<file path="src/rtl/core/clnb_pkg.sv">
// Shared types and constants for the character LCD nibble bus sequencer.
package clnb_pkg;

    localparam int STEP_W  = 5;
    localparam int PHASE_W = 3;
    localparam int OP_W    = 3;
    localparam int PADDR_W = 5;

    // operations
    localparam logic [OP_W-1:0] OP_TICK   = 3'd0;
    localparam logic [OP_W-1:0] OP_CMD    = 3'd1;
    localparam logic [OP_W-1:0] OP_DATA   = 3'd2;
    localparam logic [OP_W-1:0] OP_INIT   = 3'd3;
    localparam logic [OP_W-1:0] OP_CURSOR = 3'd4;
    localparam logic [OP_W-1:0] OP_CLEAR  = 3'd5;

    // sequencer phases
    localparam logic [PHASE_W-1:0] PH_IDLE   = 3'd0;
    localparam logic [PHASE_W-1:0] PH_POWER  = 3'd1;
    localparam logic [PHASE_W-1:0] PH_EN     = 3'd2;
    localparam logic [PHASE_W-1:0] PH_SETTLE = 3'd3;
    localparam logic [PHASE_W-1:0] PH_GAP    = 3'd4;
    localparam logic [PHASE_W-1:0] PH_EXTRA  = 3'd5;

    // sequence steps
    localparam logic [STEP_W-1:0] STEP_IDLE       = 5'd0;
    localparam logic [STEP_W-1:0] STEP_POWER      = 5'd1;
    localparam logic [STEP_W-1:0] STEP_WAKE_FIRST = 5'd2;
    localparam logic [STEP_W-1:0] STEP_BUS4       = 5'd5;
    localparam logic [STEP_W-1:0] STEP_CMD_FIRST  = 5'd6;
    localparam logic [STEP_W-1:0] STEP_CMD_LAST   = 5'd9;
    localparam logic [STEP_W-1:0] STEP_SINGLE     = 5'd10;

    // longest chain of zero-length waits resolved within one request
    localparam int ZERO_RUN_MAX = 4;

    localparam logic [3:0] WAKE_NIBBLE = 4'h3;
    localparam logic [3:0] BUS4_NIBBLE = 4'h2;
    localparam logic [7:0] CURSOR_CMD  = 8'h80;
    localparam logic [7:0] CLEAR_CMD   = 8'h01;
    localparam logic [6:0] LINE0_BASE  = 7'h00;
    localparam logic [6:0] LINE1_BASE  = 7'h40;

    // register indexes
    localparam logic [2:0] REG_PULSE_HIGH = 3'd0;
    localparam logic [2:0] REG_SETTLE     = 3'd1;
    localparam logic [2:0] REG_POST_BYTE  = 3'd2;
    localparam logic [2:0] REG_POWER_UP   = 3'd3;
    localparam logic [2:0] REG_FIRST_WAKE = 3'd4;
    localparam logic [2:0] REG_WAKE       = 3'd5;

    localparam logic [7:0]  RST_PULSE_HIGH = 8'd1;
    localparam logic [15:0] RST_SETTLE     = 16'd100;
    localparam logic [15:0] RST_POST_BYTE  = 16'd2000;
    localparam logic [15:0] RST_POWER_UP   = 16'd40000;
    localparam logic [15:0] RST_FIRST_WAKE = 16'd5000;
    localparam logic [15:0] RST_WAKE       = 16'd150;

    typedef struct packed {
        logic [7:0]  pulse_high_us;
        logic [15:0] settle_us;
        logic [15:0] post_byte_us;
        logic [15:0] power_up_us;
        logic [15:0] first_wake_us;
        logic [15:0] wake_us;
    } t_cfg;

    typedef struct packed {
        logic       rs_level;
        logic       en_level;
        logic [3:0] bus_nibble;
        logic       busy_res;
        logic       accepted;
    } t_result;

    function automatic logic [7:0] init_cmd(input logic [1:0] idx);
        logic [7:0] c;
        case (idx)
            2'd0:    c = 8'h28;
            2'd1:    c = 8'h0C;
            2'd2:    c = 8'h06;
            default: c = 8'h01;
        endcase
        return c;
    endfunction

endpackage

</file>
<file path="src/rtl/core/clnb_cfg_regs.sv">
// APB timing registers for the LCD nibble bus sequencer.
module clnb_cfg_regs (
    input  logic                          i_clk,
    input  logic                          i_rst_n,
    input  logic                          psel,
    input  logic                          penable,
    input  logic                          pwrite,
    input  logic [clnb_pkg::PADDR_W-1:0]  paddr,
    input  logic [31:0]                   pwdata,
    output logic [31:0]                   prdata,
    output logic                          pready,
    output clnb_pkg::t_cfg                o_cfg
);

    clnb_pkg::t_cfg r_cfg;
    logic           wr_en;
    logic [2:0]     reg_idx;

    assign pready  = 1'b1;
    assign wr_en   = psel & penable & pwrite;
    assign reg_idx = paddr[4:2];
    assign o_cfg   = r_cfg;

    always_ff @(posedge i_clk) begin
        if (!i_rst_n) begin
            r_cfg.pulse_high_us <= clnb_pkg::RST_PULSE_HIGH;
            r_cfg.settle_us     <= clnb_pkg::RST_SETTLE;
            r_cfg.post_byte_us  <= clnb_pkg::RST_POST_BYTE;
            r_cfg.power_up_us   <= clnb_pkg::RST_POWER_UP;
            r_cfg.first_wake_us <= clnb_pkg::RST_FIRST_WAKE;
            r_cfg.wake_us       <= clnb_pkg::RST_WAKE;
        end else if (wr_en) begin
            case (reg_idx)
                clnb_pkg::REG_PULSE_HIGH: r_cfg.pulse_high_us <= pwdata[7:0];
                clnb_pkg::REG_SETTLE:     r_cfg.settle_us     <= pwdata[15:0];
                clnb_pkg::REG_POST_BYTE:  r_cfg.post_byte_us  <= pwdata[15:0];
                clnb_pkg::REG_POWER_UP:   r_cfg.power_up_us   <= pwdata[15:0];
                clnb_pkg::REG_FIRST_WAKE: r_cfg.first_wake_us <= pwdata[15:0];
                clnb_pkg::REG_WAKE:       r_cfg.wake_us       <= pwdata[15:0];
                default: ;
            endcase
        end
    end

    always_comb begin
        case (reg_idx)
            clnb_pkg::REG_PULSE_HIGH: prdata = {24'd0, r_cfg.pulse_high_us};
            clnb_pkg::REG_SETTLE:     prdata = {16'd0, r_cfg.settle_us};
            clnb_pkg::REG_POST_BYTE:  prdata = {16'd0, r_cfg.post_byte_us};
            clnb_pkg::REG_POWER_UP:   prdata = {16'd0, r_cfg.power_up_us};
            clnb_pkg::REG_FIRST_WAKE: prdata = {16'd0, r_cfg.first_wake_us};
            clnb_pkg::REG_WAKE:       prdata = {16'd0, r_cfg.wake_us};
            default:                  prdata = 32'd0;
        endcase
    end

endmodule

</file>
<file path="src/rtl/core/clnb_seq_core.sv">
// Sequencer state and single-pass next-state logic for one request or tick.
module clnb_seq_core #(
    parameter int DELAY_WIDTH = 16
) (
    input  logic                       i_clk,
    input  logic                       i_rst_n,
    input  logic                       i_fire,
    input  logic [clnb_pkg::OP_W-1:0]  i_operation,
    input  logic [7:0]                 i_byte_value,
    input  logic                       i_line_index,
    input  logic [5:0]                 i_column,
    input  clnb_pkg::t_cfg             i_cfg,
    output clnb_pkg::t_result          o_result
);

    localparam logic [32:0]            DELAY_MAX33 = (33'd1 << DELAY_WIDTH) - 33'd1;
    localparam logic [DELAY_WIDTH-1:0] DELAY_ONE   = DELAY_WIDTH'(1);

    typedef struct packed {
        logic [clnb_pkg::STEP_W-1:0]  step;
        logic [clnb_pkg::PHASE_W-1:0] phase;
        logic [DELAY_WIDTH-1:0]       delay;
        logic [7:0]                   pending;
        logic                         low;
        logic                         extra;
        logic                         rs;
        logic                         en;
        logic [3:0]                   nib;
    } t_seq;

    t_seq       r_seq;
    t_seq       n_seq;
    logic       accepted;
    logic [6:0] cursor_addr;

    function automatic logic [DELAY_WIDTH-1:0] sat_wait(input logic [15:0] w);
        logic [DELAY_WIDTH-1:0] d;
        if ({17'd0, w} > DELAY_MAX33) begin
            d = DELAY_MAX33[DELAY_WIDTH-1:0];
        end else begin
            d = DELAY_WIDTH'(w);
        end
        return d;
    endfunction

    function automatic t_seq enter_ph(input t_seq s, input logic [clnb_pkg::PHASE_W-1:0] ph,
                                      input logic [DELAY_WIDTH-1:0] w);
        t_seq t;
        t       = s;
        t.phase = ph;
        t.delay = w;
        return t;
    endfunction

    function automatic t_seq start_pulse(input t_seq s, input logic [3:0] nib,
                                         input clnb_pkg::t_cfg cfg);
        t_seq t;
        t     = s;
        t.nib = nib;
        t.en  = 1'b1;
        t     = enter_ph(t, clnb_pkg::PH_EN, (cfg.pulse_high_us == 8'd0) ?
                         DELAY_ONE : DELAY_WIDTH'(cfg.pulse_high_us));
        return t;
    endfunction

    function automatic t_seq start_byte(input t_seq s, input clnb_pkg::t_cfg cfg);
        t_seq t;
        t     = s;
        t.low = 1'b0;
        t     = start_pulse(t, t.pending[7:4], cfg);
        return t;
    endfunction

    function automatic t_seq begin_item(input t_seq s, input logic [clnb_pkg::STEP_W-1:0] st,
                                        input clnb_pkg::t_cfg cfg);
        t_seq t;
        t      = s;
        t.step = st;
        if (st == clnb_pkg::STEP_POWER) begin
            t = enter_ph(t, clnb_pkg::PH_POWER, sat_wait(cfg.power_up_us));
        end else if (st inside {[clnb_pkg::STEP_WAKE_FIRST:clnb_pkg::STEP_BUS4]}) begin
            t.rs = 1'b0;
            t    = start_pulse(t, (st == clnb_pkg::STEP_BUS4) ? clnb_pkg::BUS4_NIBBLE :
                               clnb_pkg::WAKE_NIBBLE, cfg);
        end else if (st inside {[clnb_pkg::STEP_CMD_FIRST:clnb_pkg::STEP_CMD_LAST]}) begin
            t.rs      = 1'b0;
            t.pending = clnb_pkg::init_cmd(2'(st - clnb_pkg::STEP_CMD_FIRST));
            t         = start_byte(t, cfg);
        end else begin
            t = start_byte(t, cfg);
        end
        return t;
    endfunction

    function automatic t_seq advance(input t_seq s, input clnb_pkg::t_cfg cfg);
        t_seq        t;
        logic [15:0] w;
        t = s;
        w = 16'd0;
        case (s.phase)
            clnb_pkg::PH_POWER: begin
                t = begin_item(t, clnb_pkg::STEP_WAKE_FIRST, cfg);
            end
            clnb_pkg::PH_EN: begin
                t.en = 1'b0;
                t    = enter_ph(t, clnb_pkg::PH_SETTLE, sat_wait(cfg.settle_us));
            end
            clnb_pkg::PH_SETTLE: begin
                if (s.step inside {[clnb_pkg::STEP_WAKE_FIRST:clnb_pkg::STEP_BUS4]}) begin
                    if (s.step == clnb_pkg::STEP_WAKE_FIRST) begin
                        w = cfg.first_wake_us;
                    end else if (s.step != clnb_pkg::STEP_BUS4) begin
                        w = cfg.wake_us;
                    end
                    t = enter_ph(t, clnb_pkg::PH_GAP, sat_wait(w));
                end else if (!s.low) begin
                    t.low = 1'b1;
                    t     = start_pulse(t, s.pending[3:0], cfg);
                end else begin
                    t = enter_ph(t, clnb_pkg::PH_GAP, sat_wait(cfg.post_byte_us));
                end
            end
            clnb_pkg::PH_GAP: begin
                if (s.step inside {[clnb_pkg::STEP_POWER:clnb_pkg::STEP_CMD_LAST - 5'd1]}) begin
                    t = begin_item(t, s.step + 5'd1, cfg);
                end else if (s.extra) begin
                    t.extra = 1'b0;
                    t       = enter_ph(t, clnb_pkg::PH_EXTRA, sat_wait(cfg.post_byte_us));
                end else begin
                    t.step = clnb_pkg::STEP_IDLE;
                    t      = enter_ph(t, clnb_pkg::PH_IDLE, '0);
                end
            end
            default: begin
                t.step = clnb_pkg::STEP_IDLE;
                t      = enter_ph(t, clnb_pkg::PH_IDLE, '0);
            end
        endcase
        return t;
    endfunction

    assign cursor_addr = (i_line_index ? clnb_pkg::LINE1_BASE : clnb_pkg::LINE0_BASE)
                       + {1'b0, i_column};

    always_comb begin
        n_seq    = r_seq;
        accepted = 1'b0;
        if (i_operation == clnb_pkg::OP_TICK) begin
            if (r_seq.phase != clnb_pkg::PH_IDLE && r_seq.delay != '0) begin
                n_seq.delay = r_seq.delay - DELAY_ONE;
            end
        end else if (i_operation inside {[clnb_pkg::OP_CMD:clnb_pkg::OP_CLEAR]} &&
                     r_seq.phase == clnb_pkg::PH_IDLE) begin
            accepted    = 1'b1;
            n_seq.low   = 1'b0;
            n_seq.extra = 1'b0;
            case (i_operation)
                clnb_pkg::OP_INIT: begin
                    n_seq.extra = 1'b1;
                    n_seq       = begin_item(n_seq, clnb_pkg::STEP_POWER, i_cfg);
                end
                clnb_pkg::OP_DATA: begin
                    n_seq.rs      = 1'b1;
                    n_seq.pending = i_byte_value;
                    n_seq         = begin_item(n_seq, clnb_pkg::STEP_SINGLE, i_cfg);
                end
                clnb_pkg::OP_CURSOR: begin
                    n_seq.rs      = 1'b0;
                    n_seq.pending = clnb_pkg::CURSOR_CMD | {1'b0, cursor_addr};
                    n_seq         = begin_item(n_seq, clnb_pkg::STEP_SINGLE, i_cfg);
                end
                clnb_pkg::OP_CLEAR: begin
                    n_seq.rs      = 1'b0;
                    n_seq.pending = clnb_pkg::CLEAR_CMD;
                    n_seq.extra   = 1'b1;
                    n_seq         = begin_item(n_seq, clnb_pkg::STEP_SINGLE, i_cfg);
                end
                default: begin
                    n_seq.rs      = 1'b0;
                    n_seq.pending = i_byte_value;
                    n_seq         = begin_item(n_seq, clnb_pkg::STEP_SINGLE, i_cfg);
                end
            endcase
        end
        // zero-length waits fall through in the same item
        for (int k = 0; k < clnb_pkg::ZERO_RUN_MAX; k++) begin
            if (n_seq.phase != clnb_pkg::PH_IDLE && n_seq.delay == '0) begin
                n_seq = advance(n_seq, i_cfg);
            end
        end
    end

    always_ff @(posedge i_clk) begin
        if (!i_rst_n) begin
            r_seq <= '0;
        end else if (i_fire) begin
            r_seq <= n_seq;
        end
    end

    assign o_result.rs_level   = n_seq.rs;
    assign o_result.en_level   = n_seq.en;
    assign o_result.bus_nibble = n_seq.nib;
    assign o_result.busy_res   = (n_seq.phase != clnb_pkg::PH_IDLE);
    assign o_result.accepted   = accepted;

    a_idle_en_low: assert property (@(posedge i_clk) disable iff (!i_rst_n)
        (r_seq.phase == clnb_pkg::PH_IDLE) |-> !r_seq.en)
        else $error("enable high while idle");

    a_en_phase_high: assert property (@(posedge i_clk) disable iff (!i_rst_n)
        (r_seq.phase == clnb_pkg::PH_EN) |-> r_seq.en)
        else $error("enable low during pulse phase");

    a_no_zero_wait: assert property (@(posedge i_clk) disable iff (!i_rst_n)
        (r_seq.phase != clnb_pkg::PH_IDLE) |-> (r_seq.delay != '0))
        else $error("zero wait left unresolved");

    a_step_matches_idle: assert property (@(posedge i_clk) disable iff (!i_rst_n)
        ((r_seq.step == clnb_pkg::STEP_IDLE) == (r_seq.phase == clnb_pkg::PH_IDLE)))
        else $error("step and phase disagree on idle");

endmodule

</file>
<file path="src/rtl/core/char_lcd_nibble_bus_sequencer_unit.sv">
// Top level of the character LCD 4-bit bus sequencer.
// Requests wait in the input register; results are registered once the output is free.
// Throughput: one request per cycle unless the output stalls; each item is one step-logic pass.
// The output register lets a new request enter while a result waits to be taken.
// Reset (i_rst_n low, synchronous): timing registers return to defaults,
// the sequencer state goes idle with RS, EN and D4-D7 low, and both stages empty (r_result is not reset).
module char_lcd_nibble_bus_sequencer_unit #(
    parameter int DELAY_WIDTH = 16
) (
    input  logic                          i_clk,
    input  logic                          i_rst_n,
    input  logic                          i_in_valid,
    output logic                          o_in_ready,
    input  logic [clnb_pkg::OP_W-1:0]     i_operation,
    input  logic [7:0]                    i_byte_value,
    input  logic                          i_line_index,
    input  logic [5:0]                    i_column,
    output logic                          o_out_valid,
    input  logic                          i_out_ready,
    output logic                          o_rs_level,
    output logic                          o_en_level,
    output logic [3:0]                    o_bus_nibble,
    output logic                          o_busy_res,
    output logic                          o_accepted,
    input  logic                          psel,
    input  logic                          penable,
    input  logic                          pwrite,
    input  logic [clnb_pkg::PADDR_W-1:0]  paddr,
    input  logic [31:0]                   pwdata,
    output logic [31:0]                   prdata,
    output logic                          pready
);

    logic                       r_in_valid;
    logic [clnb_pkg::OP_W-1:0]  r_operation;
    logic [7:0]                 r_byte_value;
    logic                       r_line_index;
    logic [5:0]                 r_column;
    logic                       r_out_valid;
    clnb_pkg::t_result          r_result;

    clnb_pkg::t_cfg             cfg;
    clnb_pkg::t_result          n_result;
    logic                       fire;
    logic                       in_take;

    assign fire       = r_in_valid & (~r_out_valid | i_out_ready);
    assign o_in_ready = ~r_in_valid | fire;
    assign in_take    = i_in_valid & o_in_ready;

    always_ff @(posedge i_clk) begin
        if (!i_rst_n) begin
            r_in_valid <= 1'b0;
        end else if (in_take) begin
            r_in_valid <= 1'b1;
        end else if (fire) begin
            r_in_valid <= 1'b0;
        end
    end

    always_ff @(posedge i_clk) begin
        if (in_take) begin
            r_operation  <= i_operation;
            r_byte_value <= i_byte_value;
            r_line_index <= i_line_index;
            r_column     <= i_column;
        end
    end

    always_ff @(posedge i_clk) begin
        if (!i_rst_n) begin
            r_out_valid <= 1'b0;
        end else if (fire) begin
            r_out_valid <= 1'b1;
        end else if (i_out_ready) begin
            r_out_valid <= 1'b0;
        end
    end

    always_ff @(posedge i_clk) begin
        if (fire) begin
            r_result <= n_result;
        end
    end

    clnb_cfg_regs u_cfg_regs (
        .i_clk   (i_clk),
        .i_rst_n (i_rst_n),
        .psel    (psel),
        .penable (penable),
        .pwrite  (pwrite),
        .paddr   (paddr),
        .pwdata  (pwdata),
        .prdata  (prdata),
        .pready  (pready),
        .o_cfg   (cfg)
    );

    clnb_seq_core #(
        .DELAY_WIDTH (DELAY_WIDTH)
    ) u_seq_core (
        .i_clk        (i_clk),
        .i_rst_n      (i_rst_n),
        .i_fire       (fire),
        .i_operation  (r_operation),
        .i_byte_value (r_byte_value),
        .i_line_index (r_line_index),
        .i_column     (r_column),
        .i_cfg        (cfg),
        .o_result     (n_result)
    );

    assign o_out_valid  = r_out_valid;
    assign o_rs_level   = r_result.rs_level;
    assign o_en_level   = r_result.en_level;
    assign o_bus_nibble = r_result.bus_nibble;
    assign o_busy_res   = r_result.busy_res;
    assign o_accepted   = r_result.accepted;

endmodule
</file>
<file path="config.mk">
export PLATFORM = sky130hd
export DESIGN_NAME = char_lcd_nibble_bus_sequencer_unit
export DESIGN_NICKNAME = d
export VERILOG_FILES = /design/src/rtl/core/clnb_pkg.sv /design/src/rtl/core/clnb_cfg_regs.sv /design/src/rtl/core/clnb_seq_core.sv /design/src/rtl/core/char_lcd_nibble_bus_sequencer_unit.sv
export SDC_FILE = /design/constraint.sdc
export NUM_CORES = 1
export LEC_CHECK = 0
export BUFFER_PORTS_ARGS = -buffer_cell sky130_fd_sc_hd__buf_4
export CAP_MARGIN = 20
export CORE_MARGIN = 2
export CORE_UTILIZATION = 40
export DETAILED_ROUTE_END_ITERATION = 6
export SYNTH_ARGS = -nofsm -noshare
export SYNTH_HDL_FRONTEND = slang
export SYNTH_SLANG_ARGS = --single-unit
</file>
<file path="constraint.sdc">
create_clock -name i_clk -period 9.2 [get_ports i_clk]
set_input_delay 0 -clock i_clk [delete_from_list [all_inputs] [get_ports i_clk]]
set_output_delay 0 -clock i_clk [all_outputs]
set_load 0.02 [all_outputs]
</file>
# Yosys cells after proc, flatten, opt, wreduce, memory -nomap -nowiden

Cells that the tools add are included.

Add/sub/neg operators: 10
Order comparisons: 34
Equality and inequality tests: 49
Muxes and demuxes: 66
Bitwise gates (word level): 8
Reduce and logical (&&, ||, !) cells: 50

Operator list:

| cell                                                           | count |
|---|---|
| case mux 40 bit (4 select lines)                               | 4 |
| two-way mux 40 bit                                             | 13 |
| two-way mux 16 bit                                             | 19 |
| two-way mux 35 bit                                             | 8 |
| case mux 39 bit (4 select lines)                               | 1 |
| two-way mux 34 bit                                             | 4 |
| case mux 16 bit (6 select lines)                               | 1 |
| case mux 6 bit (3 select lines)                                | 4 |
| logical NOT 16 bit                                             | 4 |
| >= comparator 5 x 2 -> 1 bit, second input constant            | 8 |
| less-or-equal comparator 5 x 3 -> 1 bit, second input constant | 8 |
| less-or-equal comparator 5 x 4 -> 1 bit, second input constant | 8 |
| equality test 3 x 2 -> 1 bit, second input constant            | 12 |
| equality test 3 bit, second input constant                     | 8 |
| logical AND 1 bit                                              | 23 |
| adder 5 x 1 -> 5 bit, second input constant                    | 4 |
| equality test 5 x 1 -> 1 bit, second input constant            | 4 |
| equality test 5 x 2 -> 1 bit, second input constant            | 4 |
| equality test 5 x 3 -> 1 bit, second input constant            | 4 |
| >= comparator 5 x 1 -> 1 bit, second input constant            | 4 |
| >= comparator 5 x 3 -> 1 bit, second input constant            | 4 |
| != test 5 x 3 -> 1 bit, second input constant                  | 4 |
| nonzero test 3 bit                                             | 6 |
| two-way mux 8 bit                                              | 2 |
| 19 further kinds                                               | 56 |

Bits in registers: 156
Input port bits: 62
Word-level logic and storage cells: 243

# Depth between registers and ports, before layout

Depth after elaboration: 46
Mapped depth: 43
Mapped depth without buffers: 35

# Hierarchy

A second synthesis with hierarchy kept.

Cells, all modules: 2125
Area, all modules: 16101.7 µm²

By module, submodules not included:

| module                             | times used | cells an instance | area each (µm²) |
|---|---|---|---|
| clnb_seq_core                      | 1          | 1649              | 11048.1 |
| clnb_cfg_regs                      | 1          | 441               | 4169.0 |
| char_lcd_nibble_bus_sequencer_unit | 1          | 35                | 884.6 |

# Worst setup path after synthesis

OpenSTA, ideal clock, no wires.

Path type: register to register
From: register r_operation[2] in the netlist's numbering
To: register u_seq_core.r_seq[22] in the netlist's numbering
Setup time: 125 ps
Arrival: 8863 ps
Data required time: 9075 ps
Setup slack: 212 ps
Stages on the path, launching flop included: 40
Buffers on the path: 7
Path through: edfxtp_1 a2111oi_4 nand2_1 buf_2 buf_2 a21oi_1 inv_1 ha_1 or4_1 nor2_1 a2111o_1 o311ai_1 o21ai_1 inv_1 ha_1 nor4_1 mux2i_1 and3_1 [4 not listed] ha_1 clkbuf_1 o2111ai_1 a31oi_1 o41a_1 clkbuf_1 nand2b_1 a21oi_1 nor2_2 inv_1 ha_1 a221oi_1 a41o_1 nor2_4 buf_6 a22o_1 o211ai_1 a21oi_2

Longest elaborated chain between the ends: 29

Ends and longest elaborated chain:

| what                                                                                           | line                                       | text |
|---|---|---|
| from (decl)                                                                                    | char_lcd_nibble_bus_sequencer_unit.sv:35   | `logic [clnb_pkg::OP_W-1:0] r_operation;` |
| from (signal assigned)                                                                         | char_lcd_nibble_bus_sequencer_unit.sv:63   | `r_operation <= i_operation;` |
| >= comparator 3 x 1 -> 1 bit / less-or-equal comparator 3 bit (equally long branches)          | clnb_seq_core.sv:152                       | `end else if (i_operation inside {[clnb_pkg::OP_CMD:clnb_pkg::OP_CLEAR]} &&` |
| logical AND 1 bit (2 in series)                                                                | clnb_seq_core.sv:152                       |  |
| two-way mux 40 bit                                                                             | clnb_seq_core.sv:152                       |  |
| two-way mux 8 bit                                                                              | clnb_seq_core.sv:148                       | `if (i_operation == clnb_pkg::OP_TICK) begin` |
| adder 5 x 1 -> 5 bit                                                                           | clnb_seq_core.sv:125                       | `t = begin_item(t, s.step + 5'd1, cfg);` |
| >= comparator 5 x 2 -> 1 bit / less-or-equal comparator 5 x 3 -> 1 bit (equally long branches) | clnb_seq_core.sv:81                        | `end else if (st inside {[clnb_pkg::STEP_WAKE_FIRST:clnb_pkg::STEP_BUS4]}) begin` |
| logical AND 1 bit                                                                              | clnb_seq_core.sv:81                        |  |
| two-way mux 16 bit                                                                             | clnb_seq_core.sv:81                        |  |
| [10 not listed]                                                                                | -                                          |  |
| logical AND 1 bit, or another cell as far along                                                | clnb_seq_core.sv:81                        |  |
| two-way mux 16 bit / two-way mux 40 bit (equally long branches)                                | clnb_seq_core.sv:81, clnb_seq_core.sv:124  |  |
| two-way mux 34 bit / case mux 40 bit (4 select lines) (equally long branches)                  | clnb_seq_core.sv:79, clnb_seq_core.sv:100  |  |
| two-way mux 40 bit (on tied branches)                                                          | clnb_seq_core.sv:124, clnb_seq_core.sv:187 |  |
| case mux 40 bit (4 select lines), or another cell as far along                                 | clnb_seq_core.sv:100                       | `case (s.phase)` |
| two-way mux 40 bit (*)                                                                         | clnb_seq_core.sv:187                       | `if (n_seq.phase != clnb_pkg::PH_IDLE && n_seq.delay == '0) begin` |
| parallel branches: the longest is 3 deep, another holds adder 5 x 1 -> 5 bit                   | -                                          |  |
| two-way mux 40 bit (*)                                                                         | clnb_seq_core.sv:187                       |  |
| to (signal assigned)                                                                           | clnb_seq_core.sv:197                       | `r_seq <= n_seq;` |
| to (decl)                                                                                      | clnb_seq_core.sv:31                        | `t_seq r_seq;` |

Every way passes the cells marked *.
A chain may end at the register's enable or synchronous reset.

# Worst setup path in the final report

From: register u_seq_core.r_seq[17] in the netlist's numbering
To: register u_seq_core.r_seq[23] in the netlist's numbering

Longest elaborated chain between the ends: 25

Ends and longest elaborated chain:

| what                                                                                           | line                                       | text |
|---|---|---|
| parallel branches: the longest is 3 deep, another holds subtractor 16 x 1 -> 16 bit            | -                                          |  |
| two-way mux 16 bit (*)                                                                         | clnb_seq_core.sv:148                       |  |
| logical NOT 16 bit                                                                             | clnb_seq_core.sv:187                       |  |
| logical AND 1 bit                                                                              | clnb_seq_core.sv:187                       |  |
| two-way mux 40 bit (*)                                                                         | clnb_seq_core.sv:187                       |  |
| adder 5 x 1 -> 5 bit                                                                           | clnb_seq_core.sv:125                       |  |
| >= comparator 5 x 2 -> 1 bit / less-or-equal comparator 5 x 3 -> 1 bit (equally long branches) | clnb_seq_core.sv:81                        |  |
| logical AND 1 bit                                                                              | clnb_seq_core.sv:81                        |  |
| [7 not listed]                                                                                 | -                                          |  |
| case mux 40 bit (4 select lines) / two-way mux 34 bit (equally long branches)                  | clnb_seq_core.sv:100, clnb_seq_core.sv:79  |  |
| two-way mux 40 bit (*)                                                                         | clnb_seq_core.sv:187                       |  |
| adder 5 x 1 -> 5 bit, or another cell as far along                                             | clnb_seq_core.sv:125                       |  |
| equality test 5 x 1 -> 1 bit, or another cell as far along                                     | clnb_seq_core.sv:79                        | `if (st == clnb_pkg::STEP_POWER) begin` |
| two-way mux 34 bit, or another cell as far along                                               | clnb_seq_core.sv:79                        |  |
| two-way mux 40 bit / two-way mux 35 bit (equally long branches)                                | clnb_seq_core.sv:124, clnb_seq_core.sv:109 |  |
| case mux 40 bit (4 select lines)                                                               | clnb_seq_core.sv:100                       |  |
| two-way mux 40 bit (*)                                                                         | clnb_seq_core.sv:187                       |  |

Marks and branches as above.

==> results.yml <==
layout:
  drive_above_1_share_pct: 18.7
  nets: 2408
  final_cell_mix: "nand2_1 (336), buf_4 (273), dfxtp_1 (129), nor2_1 (123), a21oi_1 (120)"
  nFillCells: 3954
  area_delta_synth_final_pct: 19.1
  layout.cells.most_common: "nand2_1"
  utilization_pct: 48.6
worst_setup_path:
  max_stage_delay_ps: 800
  r2r-start: "u_seq_core.r_seq[17]$_SDFFE_PN0P_"
  reg2reg_to: "u_seq_core.r_seq[23]$_SDFFE_PN0P_"
  start_kind: "flip-flop"
  r2r_slack_ps: 150
  slowest_stage: "o21ai_1"
  crit_required_ps: 9570
  rr_worst_depth: 28
  end_kind: "flip-flop"
  crit_arrival_ps: 9430
  path_class: "reg -> reg"
  worstPathMaxFanout: 22
timing:
  tns_ps: 0
  hold_viol: 0
  fmax_mhz: 110
  relSlewSlack_pct: 25.4
  setup_viol: 0
  skew_ps: 31.7
  worstMarginPinSlew_ps: 1110
  slew_violations: 0
  period_minus_slack_ps: 9050
  period_share_pct: 98.4
  rsz0062_at_grt: "false"
die:
  ios: 105
  dieArea_um2: 41300
  core_um2: 38900
  dieWidth_um: 203
  start_util_pct: 40.8
  row_count: 72
  die_h_um: 203
logic_synthesis:
  ys_ff_latch: 156
  synth_top_cell_by_area: "dfxtp_1"
  synth_async_sr_flop_share_pct: 0
  synth_top_area_share_pct: 16.4
  seq_area_frac_synth_pct: 21.3
  synth.avg_cell_area_um2: 7.34
  synthTopCellsByArea: "dfxtp_1 (16%), nand2_1 (8.0%), edfxtp_1 (4.9%)"
  syn_area_um2: 15900
  synth_enable_flop_cells: 26
  ys.flop_type: "dfxtp_1"
  synth_cell_types: 131
  synth_warnings: 0
  synth_cells: 2164
clocking:
  numCtsBuffers: 17
  clock_sinks: 156
  clockRootBuffer: "clkbuf_16"
  clock_path_buffers: 2
  cts_tree: "built"
  htreeDepth: 4
  clkTransAtPathRegs_ps: 90
  insertion_delay_ps: 520
pwr:
  p_leak_nw: 7.23
  cellPowerDensity_nw_per_um2: 158
  ir_drop_mv: 0.132
global_route:
  grt_pass1_wl_um: 133000
  grt_overflow_total: 0
  grt_usage_pct: 44.6
  antenna_found_initial: 2
  grt_pass1_vias: 18900
  grt_start_max_net_pins: 84
detailed_routing:
  wl_per_cell_um: 32.6
  first_pass_iters: 6
  ant_nets: 0
  wirelength_um: 93300
  drc: 0
  via_per_inst: 6.97
  drt_iter0_markers: 3001
  dr_total_vias: 19900
job:
  maxCapViolations: 0
min_path:
  min_path_cells: 5
  worstHoldEndpoint: "u_cfg_regs.o_cfg[18]$_SDFFE_PN0P_"
  min-delay-start: "penable"
  hold_path_class: "in -> reg"
place:
  gp_congestion: 1.09
  numPortBuffers: 69
  hpwlAfterDp_um: 71600
run_status:
  status: "complete, no violations"
==> registers in the layout, indices dropped and copies added, names as in the netlist <==
| name | count |
|---|---|
| o_en_level | 1 |
| u_cfg_regs.o_cfg | 88 |
| r_operation | 3 |
| r_column | 6 |
| o_bus_nibble | 4 |
| r_in_valid | 1 |
| r_line_index | 1 |
| u_seq_core.r_seq | 40 |
| o_rs_level | 1 |
| o_busy_res | 1 |
| o_out_valid | 1 |
| r_byte_value | 8 |
| o_accepted | 1 |
==> metal layers <==
metal | wire length (µm) | share of wire, % | up-vias | global-route usage (%)
met4 | 8230 | 8.8 | 0 | 32.8
met2 | 40900 | 44 | 1403 | 69.8
met5 | 0 | 0 | - | 0
met1 | 35300 | 38 | 9575 | 53.3
met3 | 8940 | 9.6 | 386 | 10.5
li1 | - | - | 8566 | -
==> worst max path at each step <==
stage,from,to,slack (ps),cells past startpoint
2_1_floorplan,r_operation[2]$_DFFE_PP_,u_seq_core.r_seq[22]$_SDFFE_PN0P_,210,39
3_3_place_gp,r_operation[1]$_DFFE_PP_,u_seq_core.r_seq[23]$_SDFFE_PN0P_,180,35
3_5_place_dp,u_seq_core.r_seq[18]$_SDFFE_PN0P_,u_seq_core.r_seq[23]$_SDFFE_PN0P_,160,34
4_1_cts,r_operation[1]$_DFFE_PP_,u_seq_core.r_seq[23]$_SDFFE_PN0P_,100,35
5_1_grt,u_seq_core.r_seq[17]$_SDFFE_PN0P_,u_seq_core.r_seq[23]$_SDFFE_PN0P_,20,31
6_report,u_seq_core.r_seq[17]$_SDFFE_PN0P_,u_seq_core.r_seq[23]$_SDFFE_PN0P_,150,28
==> area by class of cell <==
cell class | count | area, µm² | area share [%]
well taps | 518 | 648 | 3.43
multi-input cells | 1780 | 11600 | 61.2
inverters | 58 | 218 | 1.15
flip-flops and latches | 156 | 3380 | 17.9
clock inverters | 14 | 181 | 0.960
repair buffers | 315 | 2480 | 13.1
clock buffers | 17 | 425 | 2.25
diodes | 2 | 5.00 | 0.0265
==> cell usage after synthesis (26+ instances only) <==
library cell  instances
nor3_1               54
inv_1                55
a22oi_1              34
dfxtp_1             130
o211ai_1             56
o22ai_1              37
o21ai_0              95
nand2b_1             29
a31oi_1              35
nor2_1              124
a21oi_1             121
edfxtp_1             26
o31ai_1              26
nor4_1               30
a221oi_1             38
a21boi_0             75
mux2i_1              44
clkbuf_1            112
nand2_1             338
nand3_1              82
==> what timing repair did <==
| item | CTS | global route |
|---|---|---|
| hold endpoints to repair | 108 | 0 |
| endpoints found under the setup margin | 0 | 16 |
| gates resized for setup | 0 | 21 |
| buffers inserted | 0 | 11 |
| hold buffers | 39 | 0 |
==> metrics by stage <==
step	power (mW)	cell area [µm²]	setup slack, ps	cells	hold WS (ps)
floorplan	1.62	15900	212	2179	98.9
global placement	2.12	17700	181	2775	179
detailed placement	2.13	17700	157	2777	180
CTS	2.91	18700	99.1	2847	64.1
global route	3.09	18900	19.6	2858	146
finish	3.00	18900	147	2860	95.4
==> power by group <==
part           total [mW]  internal (mW)  switching [mW]
Combinational        1.46          0.506           0.958
Sequential          0.760          0.720          0.0396
Clock               0.773          0.409           0.364
Total                3.00           1.63            1.36
==> worst max-delay path: cells and delay by family, from the launching register on <==
| kind | cells | cell delay [ps] |
|---|---|---|
| buffers and inverters | 4 | 570 |
| DFF | 1 | 400 |
| adders and majority gates | 2 | 590 |
| AOI/OAI and AO/OA | 12 | 4160 |
| and+or+nand+nor | 10 | 3140 |
==> kinds of logic after synthesis <==
group / Yosys count / share of synthesized area [%]
other: 2 / 0.0473
AO/OA/AOI/OAI: 802 / 37.3
flip-flops: 156 / 21.3
XOR/XNOR: 13 / 0.764
buffers and inverters: 243 / 7.04
adder cells (fa/ha/maj): 18 / 1.42
AND/OR/NAND/NOR: 860 / 27.2
multiplexers: 70 / 4.85
(Power assumes the default switching activity.)
